[src/rtl/tlfo_pkg.sv]
`timescale 1ns / 1ps
`default_nettype none

package tlfo_pkg;

   localparam int SAMPLE_W = 16;
   localparam int CFG_W    = 31;
   localparam int MAG_W    = SAMPLE_W + 1;
   localparam int PROD_W   = MAG_W + CFG_W;
   localparam int QUO_W    = SAMPLE_W;
   localparam int STEP_W   = $clog2(QUO_W);

   localparam logic [CFG_W-1:0] POS_MAX    = {CFG_W{1'b1}};
   localparam logic [CFG_W-1:0] PLAY_RESET = CFG_W'(7497000);
   localparam logic [CFG_W-1:0] FADE_RESET = CFG_W'(441000);

   localparam logic CSR_PLAY_FRAMES = 1'b0;
   localparam logic CSR_FADE_FRAMES = 1'b1;

   localparam logic OP_AUDIO  = 1'b0;
   localparam logic OP_REWIND = 1'b1;

   typedef enum logic [1:0] {
      T_IDLE,
      T_BUSY,
      T_HOLD
   } top_state_type;

   typedef enum logic [1:0] {
      L_IDLE,
      L_MUL,
      L_LOAD,
      L_DIV
   } lane_state_type;

   typedef struct packed {
      logic             start;
      logic [CFG_W-1:0] gain;
      logic [CFG_W-1:0] divisor;
   } lane_req_type;

endpackage

`default_nettype wire

[src/rtl/tlfo_lane.sv]
`timescale 1ns / 1ps
`default_nettype none

module tlfo_lane import tlfo_pkg::*; (
   input  wire logic                       clock,
   input  wire logic                       reset,
   input  wire lane_req_type               lane_req,
   input  wire logic signed [SAMPLE_W-1:0] sample,
   output logic                            lane_done,
   output logic signed [SAMPLE_W-1:0]      lane_result
);

   lane_state_type state_ff, state_in;

   logic                neg_ff;
   logic [MAG_W-1:0]    mag_ff;
   logic [CFG_W-1:0]    gain_ff;
   logic [CFG_W-1:0]    div_ff;
   logic [PROD_W-1:0]   prod_ff;
   logic [CFG_W-1:0]    rem_ff;
   logic [QUO_W-1:0]    quo_ff;
   logic [STEP_W-1:0]   step_ff;

   logic                capture;
   logic                do_mul;
   logic                do_load;
   logic                do_step;

   logic [MAG_W-1:0]    mag_in;
   logic [PROD_W-1:0]   prod_in;
   logic [CFG_W:0]      trial;
   logic [CFG_W:0]      div_ext;
   logic                fits;
   logic [CFG_W:0]      rem_next;

   always_comb begin
      state_in = state_ff;
      unique case (state_ff)
         L_IDLE: begin
            if (lane_req.start) begin
               state_in = L_MUL;
            end
         end
         L_MUL:  state_in = L_LOAD;
         L_LOAD: state_in = L_DIV;
         L_DIV: begin
            if (step_ff == STEP_W'(QUO_W - 1)) begin
               state_in = L_IDLE;
            end
         end
         default: state_in = L_IDLE;
      endcase
   end

   always_comb begin
      capture   = (state_ff == L_IDLE) && lane_req.start;
      do_mul    = (state_ff == L_MUL);
      do_load   = (state_ff == L_LOAD);
      do_step   = (state_ff == L_DIV);
      lane_done = (state_ff == L_DIV) && (step_ff == STEP_W'(QUO_W - 1));
   end

   // sign and magnitude of the sample, magnitude up to 2^15
   assign mag_in  = sample[SAMPLE_W-1] ? (MAG_W'(1) << SAMPLE_W) - MAG_W'({1'b0, sample})
                                       : MAG_W'({1'b0, sample});
   assign prod_in = PROD_W'(mag_ff) * PROD_W'(gain_ff);

   // restoring step: remainder stays below the divisor
   assign trial    = {rem_ff, quo_ff[QUO_W-1]};
   assign div_ext  = {1'b0, div_ff};
   assign fits     = (trial >= div_ext);
   assign rem_next = fits ? (trial - div_ext) : trial;

   assign lane_result = neg_ff ? SAMPLE_W'(SAMPLE_W'(0) - quo_ff) : SAMPLE_W'(quo_ff);

   always_ff @(posedge clock) begin
      if (reset) begin
         state_ff <= L_IDLE;
      end else begin
         state_ff <= state_in;
      end
   end

   always_ff @(posedge clock) begin
      if (capture) begin
         neg_ff  <= sample[SAMPLE_W-1];
         mag_ff  <= mag_in;
         gain_ff <= lane_req.gain;
         div_ff  <= lane_req.divisor;
      end
      if (do_mul) begin
         prod_ff <= prod_in;
      end
      if (do_load) begin
         rem_ff  <= prod_ff[PROD_W-2:QUO_W];
         quo_ff  <= prod_ff[QUO_W-1:0];
         step_ff <= '0;
      end
      if (do_step) begin
         rem_ff  <= rem_next[CFG_W-1:0];
         quo_ff  <= {quo_ff[QUO_W-2:0], fits};
         step_ff <= step_ff + STEP_W'(1);
      end
   end

endmodule

`default_nettype wire

[src/rtl/track_length_linear_fade_out_core.sv]
// An audio frame that gives a result goes through a multiply and a 16-step serial divider in
// each lane; req_stall holds off new items until its result is in the output register.
// Rewind items and frames past the track end give no result and leave the lanes idle.
// Reset: synchronous, active high; clears the frame count, loads the default play and
// fade lengths and empties the output register.
`timescale 1ns / 1ps
`default_nettype none

module track_length_linear_fade_out_core import tlfo_pkg::*; (
   input  wire logic                       clock,
   input  wire logic                       reset,
   input  wire logic                       req_valid,
   output logic                            req_stall,
   input  wire logic                       req_opcode,
   input  wire logic signed [SAMPLE_W-1:0] req_left_in,
   input  wire logic signed [SAMPLE_W-1:0] req_right_in,
   output logic                            rsp_valid,
   input  wire logic                       rsp_stall,
   output logic signed [SAMPLE_W-1:0]      rsp_left_out,
   output logic signed [SAMPLE_W-1:0]      rsp_right_out,
   output logic                            rsp_last_frame,
   input  wire logic                       csr_write_enable,
   input  wire logic                       csr_index,
   input  wire logic [CFG_W-1:0]           csr_write_data
);

   top_state_type state_ff, state_in;

   logic [CFG_W-1:0]           play_ff;
   logic [CFG_W-1:0]           fade_ff;
   logic [CFG_W-1:0]           pos_ff;
   logic                       last_ff;
   logic                       rsp_valid_ff;
   logic signed [SAMPLE_W-1:0] rsp_left_ff;
   logic signed [SAMPLE_W-1:0] rsp_right_ff;
   logic                       rsp_last_ff;

   logic                       accept;
   logic                       out_free;
   logic                       load_rsp;
   logic                       is_rewind;
   logic                       in_track;
   logic                       in_fade;
   logic                       start;

   logic [CFG_W:0]             total;
   logic [CFG_W:0]             pos_ext;
   logic [CFG_W:0]             gain_full;
   lane_req_type               lane_req;

   logic                       left_done;
   logic                       right_done;
   logic                       lanes_done;
   logic signed [SAMPLE_W-1:0] left_result;
   logic signed [SAMPLE_W-1:0] right_result;

   assign total     = {1'b0, play_ff} + {1'b0, fade_ff};
   assign pos_ext   = {1'b0, pos_ff};
   assign gain_full = total - pos_ext;
   assign is_rewind = (req_opcode == OP_REWIND);
   assign in_track  = (pos_ext < total);
   assign in_fade   = (pos_ext >= {1'b0, play_ff});
   assign start     = accept && !is_rewind && in_track;

   // full level runs through the lanes at unit gain over unit divisor
   assign lane_req.start   = start;
   assign lane_req.gain    = in_fade ? gain_full[CFG_W-1:0] : CFG_W'(1);
   assign lane_req.divisor = in_fade ? fade_ff : CFG_W'(1);

   assign lanes_done = left_done && right_done;

   always_comb begin
      state_in = state_ff;
      unique case (state_ff)
         T_IDLE: begin
            if (start) begin
               state_in = T_BUSY;
            end
         end
         T_BUSY: begin
            if (lanes_done) begin
               state_in = T_HOLD;
            end
         end
         T_HOLD: begin
            if (out_free) begin
               state_in = T_IDLE;
            end
         end
         default: state_in = T_IDLE;
      endcase
   end

   always_comb begin
      req_stall = (state_ff != T_IDLE);
      accept    = req_valid && !req_stall;
      out_free  = !rsp_valid_ff || !rsp_stall;
      load_rsp  = (state_ff == T_HOLD) && out_free;
   end

   tlfo_lane u_lane_left (
      .clock       (clock),
      .reset       (reset),
      .lane_req    (lane_req),
      .sample      (req_left_in),
      .lane_done   (left_done),
      .lane_result (left_result)
   );

   tlfo_lane u_lane_right (
      .clock       (clock),
      .reset       (reset),
      .lane_req    (lane_req),
      .sample      (req_right_in),
      .lane_done   (right_done),
      .lane_result (right_result)
   );

   always_ff @(posedge clock) begin
      if (reset) begin
         state_ff     <= T_IDLE;
         play_ff      <= PLAY_RESET;
         fade_ff      <= FADE_RESET;
         pos_ff       <= '0;
         rsp_valid_ff <= 1'b0;
      end else begin
         state_ff <= state_in;
         if (csr_write_enable) begin
            unique case (csr_index)
               CSR_PLAY_FRAMES: play_ff <= csr_write_data;
               CSR_FADE_FRAMES: fade_ff <= csr_write_data;
               default:         play_ff <= play_ff;
            endcase
         end
         if (accept && is_rewind) begin
            pos_ff <= '0;
         end else if (start && (pos_ff != POS_MAX)) begin
            pos_ff <= pos_ff + CFG_W'(1);
         end
         if (load_rsp) begin
            rsp_valid_ff <= 1'b1;
         end else if (!rsp_stall) begin
            rsp_valid_ff <= 1'b0;
         end
      end
   end

   always_ff @(posedge clock) begin
      if (start) begin
         last_ff <= ((pos_ext + (CFG_W+1)'(1)) == total);
      end
      if (load_rsp) begin
         rsp_left_ff  <= left_result;
         rsp_right_ff <= right_result;
         rsp_last_ff  <= last_ff;
      end
   end

   assign rsp_valid      = rsp_valid_ff;
   assign rsp_left_out   = rsp_left_ff;
   assign rsp_right_out  = rsp_right_ff;
   assign rsp_last_frame = rsp_last_ff;

endmodule

`default_nettype wire

[config.mk]
export PLATFORM = sky130hd
export DESIGN_NAME = track_length_linear_fade_out_core
export DESIGN_NICKNAME = d
export VERILOG_FILES = /design/src/rtl/tlfo_pkg.sv /design/src/rtl/tlfo_lane.sv /design/src/rtl/track_length_linear_fade_out_core.sv
export SDC_FILE = /design/constraint.sdc
export NUM_CORES = 2
export LEC_CHECK = 0
export BUFFER_PORTS_ARGS = -buffer_cell sky130_fd_sc_hd__buf_2
export CAP_MARGIN = 25
export CORE_ASPECT_RATIO = 1.5
export CORE_MARGIN = 3
export CORE_UTILIZATION = 65
export DETAILED_ROUTE_END_ITERATION = 16
export PLACE_DENSITY = 0.82
export SYNTH_ARGS = -nofsm -noshare
export SYNTH_HDL_FRONTEND = slang
export SYNTH_SLANG_ARGS = --single-unit
[constraint.sdc]
create_clock -name clock -period 9.3 [get_ports clock]
set_input_delay 1.395 -clock clock [delete_from_list [all_inputs] [get_ports clock]]
set_output_delay 1.395 -clock clock [all_outputs]
set_load 0.1 [all_outputs]
# Word level (Yosys, flattened, before mapping)
# Index checks and enable logic that the tools add are counted.
# word_totals
regBits,490
in_bits,70
output_inout_bits,35
wordCells,126
# classes
n_addsub,12
multipliers,2
order_cmp,4
n_eq_ne,20
n_mux,30
bitwise_logic,1
n_reduce_logical,28
# op_table
op,count
31-bit 2-to-1 mux,8
16-bit 2-to-1 mux,6
17-bit by 31-bit multiplier with 47-bit output,2
31-bit subtractor,3
32-bit by 31-bit >= comparator with 1-bit output,2
17-bit by 16-bit subtractor with 17-bit output (first input constant),2
31-bit by 1-bit adder with 32-bit output (second input constant),1
31-bit by 31-bit adder with 32-bit output,1
32-bit equality test,1
31-bit by 32-bit less-than comparator with 1-bit output,1
1-bit by 16-bit subtractor with 16-bit output (first input constant),2
31-bit by 1-bit adder with 31-bit output (second input constant),1
31-bit >= comparator,1
31-bit inequality test (second input constant),1
15-bit 2-to-1 mux,2
4-bit 2-to-1 mux,4
2-bit case mux with 4 select lines,2
2-bit inequality test (second input constant),7
1-bit logical AND,11
2-bit equality test (second input constant),5
2-bit 2-to-1 mux,5
4-bit by 1-bit adder with 4-bit output (second input constant),2
4-bit equality test (second input constant),2
2-bit AND reduction,4
other kinds (11),21

# Logic depth before layout (Yosys ltp)
# logic_depth
word_depth,7
depth_mapped,26
ltp_nobuf,25

# By module
# From an unflattened synthesis, not the netlist that was laid out.
# unflattened
cells_unflattened,6772
area_unflattened_um2,62321.0
# by_module_without_submodules
module,n_inst,cells_per_inst,area_each_um2,seq_area_each_um2
tlfo_lane (u_lane_left),1,2671,25552.0,5385.2
tlfo_lane (u_lane_right),1,2674,25534.5,5385.2
track_length_linear_fade_out_core,1,1427,11234.5,2942.8

# Worst setup path after synthesis
# OpenSTA, ideal clock, no wires.
# synth_timing
path_kind,register -> register
startpoint,register play_ff[0]
endpoint,"register u_lane_left.div_ff[0], enable pin"
setup_time_ps,448
arrival_time_ps,6196
t_required_ps,8852
slack_ps,2657
stages_incl_launch_ff,22
n_path_buf,2
synth_period_minus_slack_ps,6643
cell_sequence,dfxtp_1 > ha_1 > fa_1 > a211oi_2 > o21a_1 > o21ai_1 > o2111ai_2 > a31oi_1 > a311o_1 > a2111o_1 > o311a_2 > xnor2_4 > inv_1 > ha_1 > nand2_1 > o21ai_0 > nor3_1 > a31oi_1 > o22ai_1 > buf_2 > buf_2 > and2_1
# synth_lines
item,line_no,rtl
from (decl),track_length_linear_fade_out_core.sv:29,logic [CFG_W-1:0] play_ff;
from (signal assigned),track_length_linear_fade_out_core.sv:130,CSR_PLAY_FRAMES: play_ff <= csr_write_data;
from (signal assigned),track_length_linear_fade_out_core.sv:132,default: play_ff <= play_ff;
to (signal assigned),tlfo_lane.sv:89,div_ff <= lane_req.divisor;
to (decl),tlfo_lane.sv:18,logic [CFG_W-1:0] div_ff;

# Final worst setup path
# layout_timing
startpoint,register u_lane_left.mag_ff[2]
endpoint,register u_lane_left.prod_ff[46] (data pin)
# layout_via
elab_chain_cells,1
# layout_rtl
item,line_no,rtl
from (decl),tlfo_lane.sv:16,logic [MAG_W-1:0] mag_ff;
from (signal assigned),tlfo_lane.sv:87,mag_ff <= mag_in;
17-bit by 31-bit multiplier with 47-bit output,tlfo_lane.sv:66,assign prod_in = PROD_W'(mag_ff) * PROD_W'(gain_ff);
net u_lane_left.prod_in[46],tlfo_lane.sv:30,logic [PROD_W-1:0] prod_in;
to (signal assigned),tlfo_lane.sv:92,prod_ff <= prod_in;
to (decl),tlfo_lane.sv:19,logic [PROD_W-1:0] prod_ff;
# The timed path passes the listed nets, and every way through them passes these cells.
# A chain may end at the register's enable or synchronous reset.

==> summary.txt <==
status: finished clean
CTS tree: yes
H-tree lvl count: 2
synthesized area: 60500 um2
Clk pin slew, worst setup/hold paths: 0.07 ns
Iteration-0 DRC Markers: 3479
Max-Cap Viols: 0
Sum Neg Setup Slack: 0 ns
Adder-Cell Fraction of Synth Area: 37.9%
critical path start-end classification: register to register
# nets final: 7826
multiplexer share of the synthesized area: 1.27%
CTS Sinks: 490
hold depth: 0
layout cells sized above 1: 5.44%
Fin. Hold Viols: 0
drt first pass iters: 6
Area Overhead vs Synth: 5.91%
Layout Skew: 0.0192 ns
Max stage delay on crit path: 1.07 ns
max-slew violation count: 0
initial antenna violation count: 3
GRT met2 Usage: 61.6%
Seq/Total Area, Yosys: 22.7%
total global routing overflow: 0
core area: 91900 um2
top-count cell post-synth: inv_1
Critical Path End Type: register
IO Count: 105
worst path required time: 9.66 ns
min-delay worst type: register to register
clk root buf: clkbuf_16
Port-buffer cells: 104
antenna-violating nets left: 0
Reg2Reg Depth: 21
total CTS buffers: 51
GP Congestion: 0.987
Top Usage Layer GRT: met2
Synthesis Warnings: 0
ys flop type: edfxtp_1
CP bufs+invs: 3
die height: 379 um
largest net degree at the start of global routing: 82
fraction of registers with async set/reset: 0%
crit path max fanout: 23
vias: 46200
Fmax achieved: 0.127 GHz
leading post-synthesis cells by cell area: fa_1 (29%), edfxtp_1 (19%), ha_1 (9.1%), inv_1 (7.6%), nand2_1 (5.6%)
Synth top area share: 28.8%
RSZ-0062 raised after global routing: no
Final period util: 84.4%
final wirelength: 167000 um
Rows: 136
final setup violation count: 0
Cells after Synth: 6472
largest area contributor in the synthesized netlist: fa_1
WL per Instance: 21.8 um
Slowest cell on crit path: edfxtp_1
die area: 96800 um2
residual DRC count: 0
number of flops mapped to enable cells by yosys: 390
Longest Clk Path Bufs: 3
Finished Layout Cells: 7667
FF+latch count, synth: 490
top cells by count, synth: inv_1 (1229), nand2_1 (904), fa_1 (870), ha_1 (438), and2_1 (416)
first-pass GRT wire length: 262000 um
largest family of logic cells by synthesized area: adder cells
met3 usage: 6.28%
die width: 255 um
clock latency on the worst-skew pair: 0.63 ns
DP Wirelength: 130000 um
actual slew at the worst max-slew pin: 1.08 ns
Resized Gates After CTS: 0
vias in the first global route: 48900
Synth Area in XOR/XNOR: 4.61%
Critical Path AT: 8.20 ns
CP Cell Sequence: nand2_1 -> fa_1 -> fa_1 -> fa_1 -> inv_1 -> fa_1 -> fa_1 -> inv_1 -> fa_1 -> inv_1 -> ha_1 -> and3_1 -> a221o_1 -> a21oi_1 -> a221oi_1 -> o311ai_0 -> a21oi_1 -> a31oi_1 -> o31ai_1 -> a21oi_1 -> xnor2_1
WP depth: 21
CP Launch Type: register
count of different cell masters after synthesis: 87
Synth Area in Compound Gates: 8.77%
post-DR vias/cell: 6.03
simple-gate share of the synthesized area: 15.5%
# hold bufs at CTS: 0
delay-heaviest family, CP: adder cells
Slew headroom: 27.7%
GRT Total Usage: 35.5%
Critical Path Most Common Cell: fa_1
Syn Area/Cell: 9.34 um2
Inst Count DP: 7562
GR Util met1: 38.4%
Setup Buffers After CTS: 0
Initial Util: 65.8%
post-layout min period: 7.85 ns
[worst paths after layout]
kind / startpoint / end / slack (ns)
worst max-delay path: u_lane_left.mag_ff[2]$_DFFE_PP_ / u_lane_left.prod_ff[46]$_DFFE_PN_ / 1.45
worst min-delay path: last_ff$_DFFE_PP_ / rsp_last_frame$_DFFE_PP_ / 0.42
worst max register to register: u_lane_left.mag_ff[2]$_DFFE_PP_ / u_lane_left.prod_ff[46]$_DFFE_PN_ / 1.45
worst min register to register: last_ff$_DFFE_PP_ / rsp_last_frame$_DFFE_PP_ / 0.42
[sequential cells by signal, summed over array words and instances (netlist names), 4 cells and up]
name                  count
u_lane_left.prod_ff      47
u_lane_right.prod_ff     47
fade_ff                  31
play_ff                  31
pos_ff                   31
u_lane_left.div_ff       31
u_lane_left.gain_ff      31
u_lane_left.rem_ff       31
u_lane_right.div_ff      31
u_lane_right.gain_ff     31
u_lane_right.rem_ff      31
u_lane_left.mag_ff       17
u_lane_right.mag_ff      17
rsp_left_out             16
rsp_right_out            16
u_lane_left.quo_ff       16
u_lane_right.quo_ff      16
u_lane_left.step_ff       4
u_lane_right.step_ff      4
[metal layers]
layer	share of wire (%)	vias to the layer above
met3	7.8	788
met1	33	22800
met5	0	-
li1	-	20300
met2	50	2296
met4	9.2	0
[cell type report]
| class | instances | area, um2 |
|---|---|---|
| Sequential cell | 490 | 13700 |
| Tap cell | 1173 | 1470 |
| Timing Repair Buffer | 181 | 1240 |
| Fill cell | 6871 | 27900 |
| Multi-Input combinational cell | 4495 | 41200 |
| Antenna cell | 4 | 10.0 |
| Clock inverter | 40 | 480 |
| Clock buffer | 55 | 1310 |
| Inverter | 1229 | 4610 |
[placed cells by master (no fill, tap or decap), drive strengths merged, types with 10 or more instances in the layout]
cell / netlist / layout
inv: 1229 / 1238
nand2: 904 / 904
fa: 870 / 870
ha: 438 / 438
and2: 417 / 417
edfxtp: 390 / 390
a21oi: 309 / 309
nor2: 246 / 246
xnor2: 243 / 243
buf: 15 / 181
o21ai: 143 / 143
a21o: 122 / 122
dfxtp: 100 / 100
nor2b: 77 / 77
xor2: 68 / 68
nand3: 60 / 60
clkbuf: 244 / 55
nor3: 51 / 51
nand2b: 42 / 42
nand4: 39 / 39
mux2: 38 / 38
o21a: 37 / 37
mux2i: 34 / 34
o21bai: 30 / 30
a31oi: 29 / 29
and3: 26 / 26
o31ai: 26 / 26
or3: 22 / 22
o211ai: 21 / 21
clkinv: 0 / 19
a211o: 17 / 17
nor4: 17 / 17
nand3b: 16 / 16
a211oi: 15 / 15
or2: 14 / 14
and4: 10 / 10
o31a: 10 / 10
a21boi: 10 / 10
[worst register-to-register path: stages, from the launching register on]
cell and delay (ns):
edfxtp_1 1.07, nand2_1 0.20, fa_1 0.55, fa_1 0.47, fa_1 0.57, inv_1 0.07, fa_1 0.49, fa_1 0.49
inv_1 0.05, fa_1 0.48, inv_1 0.05, ha_1 0.35, and3_1 0.23, a221o_1 0.33, a21oi_1 0.35, a221oi_1 0.21
o311ai_0 0.60, a21oi_1 0.27, a31oi_1 0.35, o31ai_1 0.11, a21oi_1 0.20, xnor2_1 0.09
[logic make-up (layout without fill, tap and decap cells)]
| logic type | count (synthesis) | after routing |
|---|---|---|
| AND/OR/NAND/NOR | 1960 | 1960 |
| other | 1 | 6 |
| adder cells (fa/ha/maj) | 1308 | 1308 |
| multiplexers | 72 | 72 |
| buffers and inverters | 1488 | 1505 |
| flip-flops | 490 | 490 |
| XOR/XNOR | 313 | 313 |
| AO/OA/AOI/OAI | 840 | 840 |
[per-stage QoR]
step	worst slack [ns]	hold slack, ns	util [%]	area [um2]
after CTS	1.56	0.421	69.5	63900
after global routing	1.27	0.426	69.7	64000
after detailed placement	1.60	0.405	67.6	62100
after global placement	1.72	0.420	67.5	62000
final	1.45	0.420	69.7	64000
after floorplan	2.66	0.400	-	60500
Power is left out: the tool's default activity adds up to more than one toggle a clock period on the data nets, which glitch-free logic cannot reach.
